## src/hdl/qbt_pkg.sv

```systemverilog
// ----------------------------------------------------------------------------
// Quoted block tokenizer package
// Shared constants, state codes and the result record of the tokenizer.
// ----------------------------------------------------------------------------
package qbt_pkg;

	localparam int LEVEL_BITS = 8;
	localparam int REP_W = (LEVEL_BITS + 1 > 9) ? LEVEL_BITS + 1 : 9;
	localparam logic [LEVEL_BITS-1:0] LEVEL_MAX = {{(LEVEL_BITS-1){1'b1}}, 1'b0};

	localparam logic [7:0] CH_QUOTE  = 8'h27;
	localparam logic [7:0] CH_LPAREN = 8'h28;
	localparam logic [7:0] CH_RPAREN = 8'h29;
	localparam logic [7:0] CH_SEMI   = 8'h3B;
	localparam logic [7:0] CH_EQ     = 8'h3D;
	localparam logic [7:0] CH_NUL    = 8'h00;

	typedef enum logic [1:0] {
		PH_IDLE  = 2'd0,
		PH_KEY   = 2'd1,
		PH_VALUE = 2'd2
	} phase_t;

	typedef enum logic [2:0] {
		TOK_KEY   = 3'd0,
		TOK_VALUE = 3'd1,
		TOK_BLOCK = 3'd2,
		TOK_SEMI  = 3'd3,
		TOK_EQ    = 3'd4
	} tok_t;

	typedef struct packed {
		logic       char_valid;
		logic [7:0] out_char;
		logic       token_done;
		logic [2:0] token_type;
		logic [7:0] token_level;
	} res_t;

endpackage

```

## src/hdl/quoted_block_tokenizer.sv

```systemverilog
// ----------------------------------------------------------------------------
// Quoted block tokenizer
// Streams one character per request in and emits echoed token characters and
// token completions with their type and nesting level.
// ----------------------------------------------------------------------------
// The block takes one character per clock cycle while s_axis_tready is high
// and gives at most one result per character: the character waits in the input
// register, then the token state update and result decode are worked out
// combinationally into the output register. Characters with no result are
// absorbed. A two-entry output buffer keeps input flowing in an output stall
// until its skid entry fills; s_axis_tready then falls until a result is taken.
module quoted_block_tokenizer (
	input  logic        clk,
	input  logic        arst_n,
	input  logic        s_axis_tvalid,
	output logic        s_axis_tready,
	input  logic [7:0]  s_axis_tdata,  // [7:0] in_char
	output logic        m_axis_tvalid,
	input  logic        m_axis_tready,
	output logic [23:0] m_axis_tdata,  // [0] char_valid, [8:1] out_char, [16:9] token_level
	output logic [2:0]  m_axis_tuser,  // [2:0] token_type
	output logic        m_axis_tlast   // token_done
);

	logic          valid_s1;
	logic [7:0]    char_s1;
	logic          room;
	logic          step;
	logic          res_valid;
	qbt_pkg::res_t res;
	qbt_pkg::res_t out_res;

	assign s_axis_tready = !valid_s1 || room;
	assign step          = valid_s1 && room;

	always_ff @(posedge clk or negedge arst_n) begin
		if (!arst_n) begin
			valid_s1 <= 1'b0;
		end else if (s_axis_tready) begin
			valid_s1 <= s_axis_tvalid;
		end
	end

	always_ff @(posedge clk) begin
		if (s_axis_tvalid && s_axis_tready) begin
			char_s1 <= s_axis_tdata;
		end
	end

	qbt_core u_core (
		.clk       (clk),
		.arst_n    (arst_n),
		.step      (step),
		.in_char   (char_s1),
		.res_valid (res_valid),
		.res       (res)
	);

	qbt_skid u_skid (
		.clk       (clk),
		.arst_n    (arst_n),
		.in_valid  (res_valid),
		.in_data   (res),
		.room      (room),
		.out_valid (m_axis_tvalid),
		.out_data  (out_res),
		.out_ready (m_axis_tready)
	);

	assign m_axis_tdata = {7'd0, out_res.token_level, out_res.out_char, out_res.char_valid};
	assign m_axis_tuser = out_res.token_type;
	assign m_axis_tlast = out_res.token_done;

`ifndef ASSERT_OFF
	a_plain_echo: assert property (@(posedge clk) disable iff (!arst_n)
		(m_axis_tvalid && !m_axis_tlast) |->
			(m_axis_tdata[0] && m_axis_tuser == qbt_pkg::TOK_KEY &&
			m_axis_tdata[16:9] == 8'd0))
		else $error("echo result without a character or with token fields set");

	a_empty_char: assert property (@(posedge clk) disable iff (!arst_n)
		(m_axis_tvalid && !m_axis_tdata[0]) |-> m_axis_tdata[8:1] == 8'd0)
		else $error("character field set without char_valid");
`endif

endmodule

```

## src/hdl/qbt_core.sv

```systemverilog
// ----------------------------------------------------------------------------
// Quoted block tokenizer core
// Holds the token state and works out the result of one character.
// ----------------------------------------------------------------------------
module qbt_core (
	input  logic               clk,
	input  logic               arst_n,
	input  logic               step,
	input  logic [7:0]         in_char,
	output logic               res_valid,
	output qbt_pkg::res_t      res
);

	qbt_pkg::phase_t               phase_q;
	logic                          in_quotes_q;
	logic                          pair_pending_q;
	logic [qbt_pkg::LEVEL_BITS-1:0] nest_level_q;
	qbt_pkg::tok_t                 kind_q;

	qbt_pkg::phase_t               phase_nxt;
	logic                          in_quotes_nxt;
	logic                          pair_pending_nxt;
	logic [qbt_pkg::LEVEL_BITS-1:0] nest_level_nxt;
	qbt_pkg::tok_t                 kind_nxt;

	logic is_q, is_lp, is_rp, is_pu, is_nul, is_an;
	logic q_new, sign, taken, active;
	logic idle_punct, fall, end_tok, app, count_lvl, rep_minus, rep_plus;
	qbt_pkg::phase_t ph_eff;
	qbt_pkg::tok_t   kind_eff, kind_punct, k_end;
	logic [qbt_pkg::LEVEL_BITS-1:0] lvl_val;
	logic [7:0] rep;

	function automatic logic [7:0] level_report(
		input logic [qbt_pkg::LEVEL_BITS-1:0] l,
		input logic minus,
		input logic plus
	);
		logic [qbt_pkg::REP_W-1:0] e;
		logic [qbt_pkg::REP_W-1:0] r;
		e = qbt_pkg::REP_W'(l);
		if (minus) begin
			r = e - qbt_pkg::REP_W'(1);
		end else if (plus) begin
			r = e + qbt_pkg::REP_W'(1);
		end else begin
			r = e;
		end
		if ((minus && l == '0) || r > qbt_pkg::REP_W'(255)) begin
			return 8'hFF;
		end
		return r[7:0];
	endfunction

	assign is_q   = (in_char == qbt_pkg::CH_QUOTE);
	assign is_lp  = (in_char == qbt_pkg::CH_LPAREN);
	assign is_rp  = (in_char == qbt_pkg::CH_RPAREN);
	assign is_pu  = is_lp || is_rp || in_char == qbt_pkg::CH_SEMI || in_char == qbt_pkg::CH_EQ;
	assign is_nul = (in_char == qbt_pkg::CH_NUL);
	assign is_an  = (in_char inside {[8'h30:8'h39], [8'h41:8'h5A], [8'h61:8'h7A]});

	assign q_new  = in_quotes_q ^ is_q;
	assign sign   = q_new ? is_q : (is_q || is_pu || is_nul);
	assign taken  = q_new || is_an || is_q || is_pu || is_nul;
	assign active = step && taken;

	always_comb begin
		ph_eff     = phase_q;
		kind_eff   = kind_q;
		idle_punct = 1'b0;
		fall       = 1'b0;
		kind_punct = qbt_pkg::TOK_BLOCK;
		if (phase_q == qbt_pkg::PH_IDLE) begin
			if (is_q) begin
				ph_eff   = pair_pending_q ? qbt_pkg::PH_VALUE : qbt_pkg::PH_KEY;
				kind_eff = pair_pending_q ? qbt_pkg::TOK_VALUE : qbt_pkg::TOK_KEY;
				fall     = 1'b1;
			end else if (is_an) begin
				ph_eff   = qbt_pkg::PH_VALUE;
				kind_eff = qbt_pkg::TOK_VALUE;
				fall     = 1'b1;
			end else if (is_pu) begin
				idle_punct = 1'b1;
			end
		end else begin
			fall = 1'b1;
		end
		if (in_char == qbt_pkg::CH_SEMI) begin
			kind_punct = qbt_pkg::TOK_SEMI;
		end else if (in_char == qbt_pkg::CH_EQ) begin
			kind_punct = qbt_pkg::TOK_EQ;
		end

		app     = !(ph_eff == qbt_pkg::PH_VALUE && is_nul && !q_new);
		end_tok = fall && sign && !q_new;
		k_end   = (ph_eff == qbt_pkg::PH_KEY && pair_pending_q) ? qbt_pkg::TOK_VALUE : kind_eff;

		count_lvl = idle_punct || (fall && ph_eff == qbt_pkg::PH_VALUE);
		lvl_val   = nest_level_q;
		if (count_lvl && is_lp && nest_level_q < qbt_pkg::LEVEL_MAX) begin
			lvl_val = nest_level_q + qbt_pkg::LEVEL_BITS'(1);
		end else if (count_lvl && is_rp && nest_level_q != '0) begin
			lvl_val = nest_level_q - qbt_pkg::LEVEL_BITS'(1);
		end

		rep_minus = (idle_punct && is_lp) || (end_tok && k_end == qbt_pkg::TOK_VALUE && is_lp);
		rep_plus  = end_tok && k_end == qbt_pkg::TOK_VALUE && is_rp;
		rep       = level_report(lvl_val, rep_minus, rep_plus);
	end

	always_comb begin
		phase_nxt        = phase_q;
		in_quotes_nxt    = in_quotes_q;
		pair_pending_nxt = pair_pending_q;
		nest_level_nxt   = nest_level_q;
		kind_nxt         = kind_q;
		if (active) begin
			in_quotes_nxt  = q_new;
			nest_level_nxt = lvl_val;
			if (idle_punct) begin
				kind_nxt         = kind_punct;
				pair_pending_nxt = (kind_punct == qbt_pkg::TOK_EQ);
			end else if (fall) begin
				phase_nxt = end_tok ? qbt_pkg::PH_IDLE : ph_eff;
				kind_nxt  = end_tok ? k_end : kind_eff;
				if (end_tok && k_end != qbt_pkg::TOK_EQ) begin
					pair_pending_nxt = 1'b0;
				end
			end
		end
	end

	always_comb begin
		res_valid = 1'b0;
		res       = '0;
		if (active) begin
			if (idle_punct) begin
				res_valid       = 1'b1;
				res.char_valid  = 1'b1;
				res.out_char    = in_char;
				res.token_done  = 1'b1;
				res.token_type  = kind_punct;
				res.token_level = rep;
			end else if (fall && end_tok) begin
				res_valid       = 1'b1;
				res.char_valid  = app;
				res.out_char    = app ? in_char : 8'h00;
				res.token_done  = 1'b1;
				res.token_type  = k_end;
				res.token_level = rep;
			end else if (fall) begin
				res_valid      = app;
				res.char_valid = 1'b1;
				res.out_char   = in_char;
			end
		end
	end

	always_ff @(posedge clk or negedge arst_n) begin
		if (!arst_n) begin
			phase_q        <= qbt_pkg::PH_IDLE;
			in_quotes_q    <= 1'b0;
			pair_pending_q <= 1'b0;
			nest_level_q   <= '0;
			kind_q         <= qbt_pkg::TOK_KEY;
		end else begin
			phase_q        <= phase_nxt;
			in_quotes_q    <= in_quotes_nxt;
			pair_pending_q <= pair_pending_nxt;
			nest_level_q   <= nest_level_nxt;
			kind_q         <= kind_nxt;
		end
	end

`ifndef ASSERT_OFF
	a_level_ceiling: assert property (@(posedge clk) disable iff (!arst_n)
		nest_level_q <= qbt_pkg::LEVEL_MAX)
		else $error("nesting level above its ceiling");

	a_drop_keeps_state: assert property (@(posedge clk) disable iff (!arst_n)
		(step && !taken) |=> $stable(phase_q) && $stable(nest_level_q) && $stable(in_quotes_q))
		else $error("dropped character changed the state");
`endif

endmodule

```

## src/hdl/qbt_skid.sv

```systemverilog
// ----------------------------------------------------------------------------
// Quoted block tokenizer result buffer
// Output register with a skid stage, so a stalled result does not stop input.
// ----------------------------------------------------------------------------
module qbt_skid (
	input  logic          clk,
	input  logic          arst_n,
	input  logic          in_valid,
	input  qbt_pkg::res_t in_data,
	output logic          room,
	output logic          out_valid,
	output qbt_pkg::res_t out_data,
	input  logic          out_ready
);

	logic          out_valid_q;
	qbt_pkg::res_t out_data_q;
	logic          skid_valid_q;
	qbt_pkg::res_t skid_data_q;

	assign room      = !skid_valid_q;
	assign out_valid = out_valid_q;
	assign out_data  = out_data_q;

	always_ff @(posedge clk or negedge arst_n) begin
		if (!arst_n) begin
			out_valid_q  <= 1'b0;
			skid_valid_q <= 1'b0;
		end else if (out_ready || !out_valid_q) begin
			if (skid_valid_q) begin
				out_valid_q  <= 1'b1;
				skid_valid_q <= 1'b0;
			end else begin
				out_valid_q <= in_valid;
			end
		end else if (in_valid) begin
			skid_valid_q <= 1'b1;
		end
	end

	always_ff @(posedge clk) begin
		if (out_ready || !out_valid_q) begin
			out_data_q <= skid_valid_q ? skid_data_q : in_data;
		end else if (in_valid) begin
			skid_data_q <= in_data;
		end
	end

`ifndef ASSERT_OFF
	a_skid_behind_out: assert property (@(posedge clk) disable iff (!arst_n)
		skid_valid_q |-> out_valid_q)
		else $error("skid stage holds a result while the output register is empty");

	a_no_push_when_full: assert property (@(posedge clk) disable iff (!arst_n)
		skid_valid_q |-> !in_valid)
		else $error("result pushed while the buffer is full");
`endif

endmodule
```

## config.mk

```make
export PLATFORM = sky130hd
export DESIGN_NAME = quoted_block_tokenizer
export DESIGN_NICKNAME = d
export VERILOG_FILES = /design/src/hdl/qbt_pkg.sv /design/src/hdl/quoted_block_tokenizer.sv /design/src/hdl/qbt_core.sv /design/src/hdl/qbt_skid.sv
export SDC_FILE = /design/constraint.sdc
export NUM_CORES = 1
export LEC_CHECK = 0
export BUFFER_PORTS_ARGS = -buffer_cell sky130_fd_sc_hd__clkbuf_2
export CORE_ASPECT_RATIO = 0.8
export CORE_UTILIZATION = 30
export CTS_CLUSTER_DIAMETER = 30
export DETAILED_ROUTE_END_ITERATION = 8
export GPL_TIMING_DRIVEN = 0
export SYNTH_ARGS = -nofsm -noshare
export SYNTH_HDL_FRONTEND = slang
export SYNTH_SLANG_ARGS = --single-unit
export TNS_END_PERCENT = 1
```

## constraint.sdc

```tcl
create_clock -name clk -period 8.84 [get_ports clk]
set_clock_uncertainty 0.2 [all_clocks]
set_input_delay 1.326 -clock clk [delete_from_list [all_inputs] [get_ports clk]]
set_output_delay 1.326 -clock clk [all_outputs]
set_load 0.02 [all_outputs]
```

==> reports/metrics.csv <==
stage;metric;value;unit
route;Pre-antenna DRT Iters;5;
route;Via Count;3107;
cells_and_area;register area;1950;um2
die;Die Y;104;um
synthesis;Primary FF master, synth;edfxtp_1;
synthesis;sequential share of the synthesized area;0.497;
timing;Worst Tran Pin Value;1170;ps
worst_setup_path;startpoint class of the critical path;register;
cells_and_area;filler cell count;1224;
worst_setup_path;Worst Path Required;8720;ps
clock_network;clk slew on worst S/H paths;60;ps
worst_setup_path;largest stage delay on the critical path;600;ps
clock_network;CTS tree;yes;
flow_run;Max Cap Violations;0;
global_route;largest net degree at the start of global routing;25;
clock_network;cts repair resizes;0;
power;Cell Pwr Density;184;nW/um2
route;Final ANT Viol Nets;0;
cells_and_area;final core occ;0.374;
die;Initial Utilization;0.315;
global_route;M2 GR Usage;0.213;
power;Pleak;1.97;nW
clock_network;Clock Path Buffers;2;
global_route;M3 GR Usage;0.0247;
timing;Final setup viols;0;
global_route;met1 Usage GRT;0.206;
timing;relative slew slack;0.221;
die;Die W;130;um
timing;Setup TNS;0;ps
hold_path;Worst Hold Class;reg2reg;
global_route;All-Layer GR Usage;0.142;
cells_and_area;antenna cell count;0;
timing;Final Hold Viols;0;
placed_design;DP HPWL;6.68;mm
synthesis;mapped cell area;3930;um2
synthesis;Syn. warnings;0;
synthesis;post-synth top area share;0.383;
die;full die area;13500;um2
hold_path;worst hold path startpoint;u_skid.skid_data_q[1];
placed_design;GP Congestion;0.905;
worst_setup_path;worst-path maximum fanout;9;
worst_setup_path;CP Cell Sequence;clkbuf_1 -> or4_1 -> o22ai_1 -> o21ai_1 -> o31ai_1 -> o221ai_1 -> inv_2 -> ha_1 -> a21boi_0 -> nand4_1 -> o21a_1 -> o221a_2 -> a21o_1;
worst_setup_path;crit path from;char_s1[2];
placed_design;post-place setup slack;4590;ps
worst_setup_path;crit path capture type;register;
worst_setup_path;CP max stage cell;o31ai_1;
global_route;grt total ovfl;0;
cells_and_area;ratio of cells with drive above 1 in the final layout;0.195;
timing;fin. max-slew vios;0;
die;Boundary Pins;42;
synthesis;EDFF count, synth;50;
clock_network;Hold Buf Count CTS;0;
route;initial DRC count;234;
placed_design;dpl cell area;4350;um2
synthesis;register bit total from synthesis;68;
clock_network;clk_lat worst skew;330;ps
global_route;global routing's busiest layer;met2;
clock_network;root buffer cell;clkbuf_16;
synthesis;Async SR Flop Fraction;0.265;
worst_setup_path;r2r setup slk;4480;ps
clock_network;number of CTS-inserted buffers;9;
worst_setup_path;worst path bufs/invs;2;
timing;period utilization;0.493;
worst_setup_path;Worst R2R Start;char_s1[2];
global_route;global-route wire length before repair;15.1;mm
synthesis;Post-Syn Instances;368;
route;DRC viols;0;
timing;post-layout minimum cycle time;4360;ps
synthesis;Distinct cells, synth;68;
worst_setup_path;CP delay by family, top;compound AO/OA/AOI/OAI gates;
cells_and_area;Design Area, Final;4670;um2
worst_setup_path;WS Path Type;reg2reg;
worst_setup_path;Arrival @ worst endpoint;4240;ps
die;core area;12500;um2
global_route;number of global-route vias before repair;2941;
cells_and_area;area of the multi-input gates;1850;um2
global_route;initial antenna violation count;0;
timing;fin worst setup slack;4480;ps
synthesis;largest cells by area after synthesis;edfxtp_1, dfrtp_1, a21o_1;
clock_network;setup bufs post-CTS;0;
run_status;status;finished, final reports clean;
power;VDD IR max;103;uV
timing;RSZ-0062 raised after global routing;false;
clock_network;clk sinks;68;
cells_and_area;Layout Nets;437;
synthesis;Avg Cell Area, Syn;10.7;um2
route;WL final;9.22;mm
cells_and_area;Area growth syn-to-layout;18.9;%
route;Wirelength per Cell;15.5;um
clock_network;H-tree levels;3;
die;# rows;36;
synthesis;largest area contributor in the netlist;edfxtp_1;
timing;fmax;229;MHz
route;number of vias per cell;5.21;
placed_design;# port buffers;34;
==> report_power, final <==
part | switching, mW | total (mW) | internal, mW
Combinational | 0.0685 | 0.100 | 0.0314
Clock | 0.140 | 0.388 | 0.248
Sequential | 0.00912 | 0.373 | 0.364
==> synthesized netlist by cell type, drive strengths merged (3+ instances only) <==
| cell type | count |
|---|---|
| edfxtp | 50 |
| nand2 | 31 |
| nor2 | 27 |
| a21oi | 23 |
| a21o | 22 |
| dfrtp | 18 |
| o21ai | 17 |
| clkbuf | 14 |
| and2 | 12 |
| nand4 | 12 |
| xnor2 | 12 |
| nor3 | 10 |
| inv | 9 |
| buf | 8 |
| or3 | 8 |
| and3 | 7 |
| nand2b | 7 |
| nand3 | 6 |
| ha | 5 |
| nor2b | 5 |
| xor2 | 5 |
| a31oi | 4 |
| or4 | 4 |
| and4 | 3 |
| nor4 | 3 |
| or2 | 3 |
==> worst paths after layout <==
path                                          end  cells past startpoint
min in group asynchronous  u_core.nest_level_q[4]                      1
hold reg to reg                u_skid.out_data[1]                      1
hold / removal                 u_skid.out_data[1]                      1
max in group asynchronous                valid_s1                      1
setup / recovery               u_skid.out_data[6]                     13
setup reg to reg               u_skid.out_data[6]                     13
==> state kept, by name, indices dropped and copies added (netlist names) <==
| register | cells |
|---|---|
| u_skid.out_data | 21 |
| u_skid.skid_data_q | 21 |
| char_s1 | 8 |
| u_core.nest_level_q | 8 |
| u_core.kind_q | 3 |
| u_core.phase_q | 2 |
| u_core.in_quotes_q | 1 |
| u_core.pair_pending_q | 1 |
| u_skid.out_valid | 1 |
| u_skid.skid_valid_q | 1 |
| valid_s1 | 1 |
==> kinds of logic after synthesis <==
logic type	synth area share
compound gates	0.201
xor+xnor	0.0398
flops	0.497
other cells	0.000955
simple gates	0.207
fa+ha+maj	0.0159
buf+inv	0.0383
==> metal layers <==
layer | up-vias | wire (um)
met2 | 118 | 3930
met5 | - | 0
met4 | 0 | 133
met3 | 16 | 545
li1 | 1480 | -
met1 | 1493 | 4610
==> worst reg2reg max path, cell delays in order, from the launching register on <==
cell      delay (ps)
edfxtp_1         360
clkbuf_1         220
or4_1            580
o22ai_1          260
o21ai_1          220
o31ai_1          600
o221ai_1         340
inv_2            160
ha_1             230
a21boi_0         200
nand4_1          160
o21a_1           170
o221a_2          280
a21o_1           150
==> placed cells by master, fill, tap and decap left out, drive strengths merged, types with 3 or more instances in the layout <==
cell type / netlist / final
nor4: 3 / 3
edfxtp: 50 / 50
inv: 9 / 10
nand2: 31 / 31
buf: 8 / 9
a21o: 22 / 22
nand2b: 7 / 7
or4: 4 / 4
nand4: 12 / 12
o21ai: 17 / 17
xnor2: 12 / 12
xor2: 5 / 5
nor2b: 5 / 5
or2: 3 / 3
clkbuf: 14 / 58
nor2: 27 / 27
or3: 8 / 8
a21oi: 23 / 23
nand3: 6 / 6
and3: 7 / 7
ha: 5 / 5
nor3: 10 / 10
and4: 3 / 3
conb: 1 / 7
dfrtp: 18 / 18
a31oi: 4 / 4
and2: 12 / 12
==> area by class of cell <==
type / instances / share of cell area
clock buffers: 10 / 0.0491
multi-input cells: 275 / 0.397
well taps: 171 / 0.0459
plain buffers: 22 / 0.0249
flip-flops and latches: 68 / 0.418
inverters: 9 / 0.00724
clock inverters: 6 / 0.0190
repair buffers: 35 / 0.0389
==> metrics by stage <==
stage          hold slack (ps)  std cells  total power [mW]
5_1_grt                    340        596             0.891
3_3_place_gp               306        579             0.476
3_5_place_dp               304        580             0.478
2_1_floorplan              279        374             0.446
4_1_cts                    322        596             0.867
6_report                   320        596             0.860
Note: power is estimated with default switching activity, not from simulation.
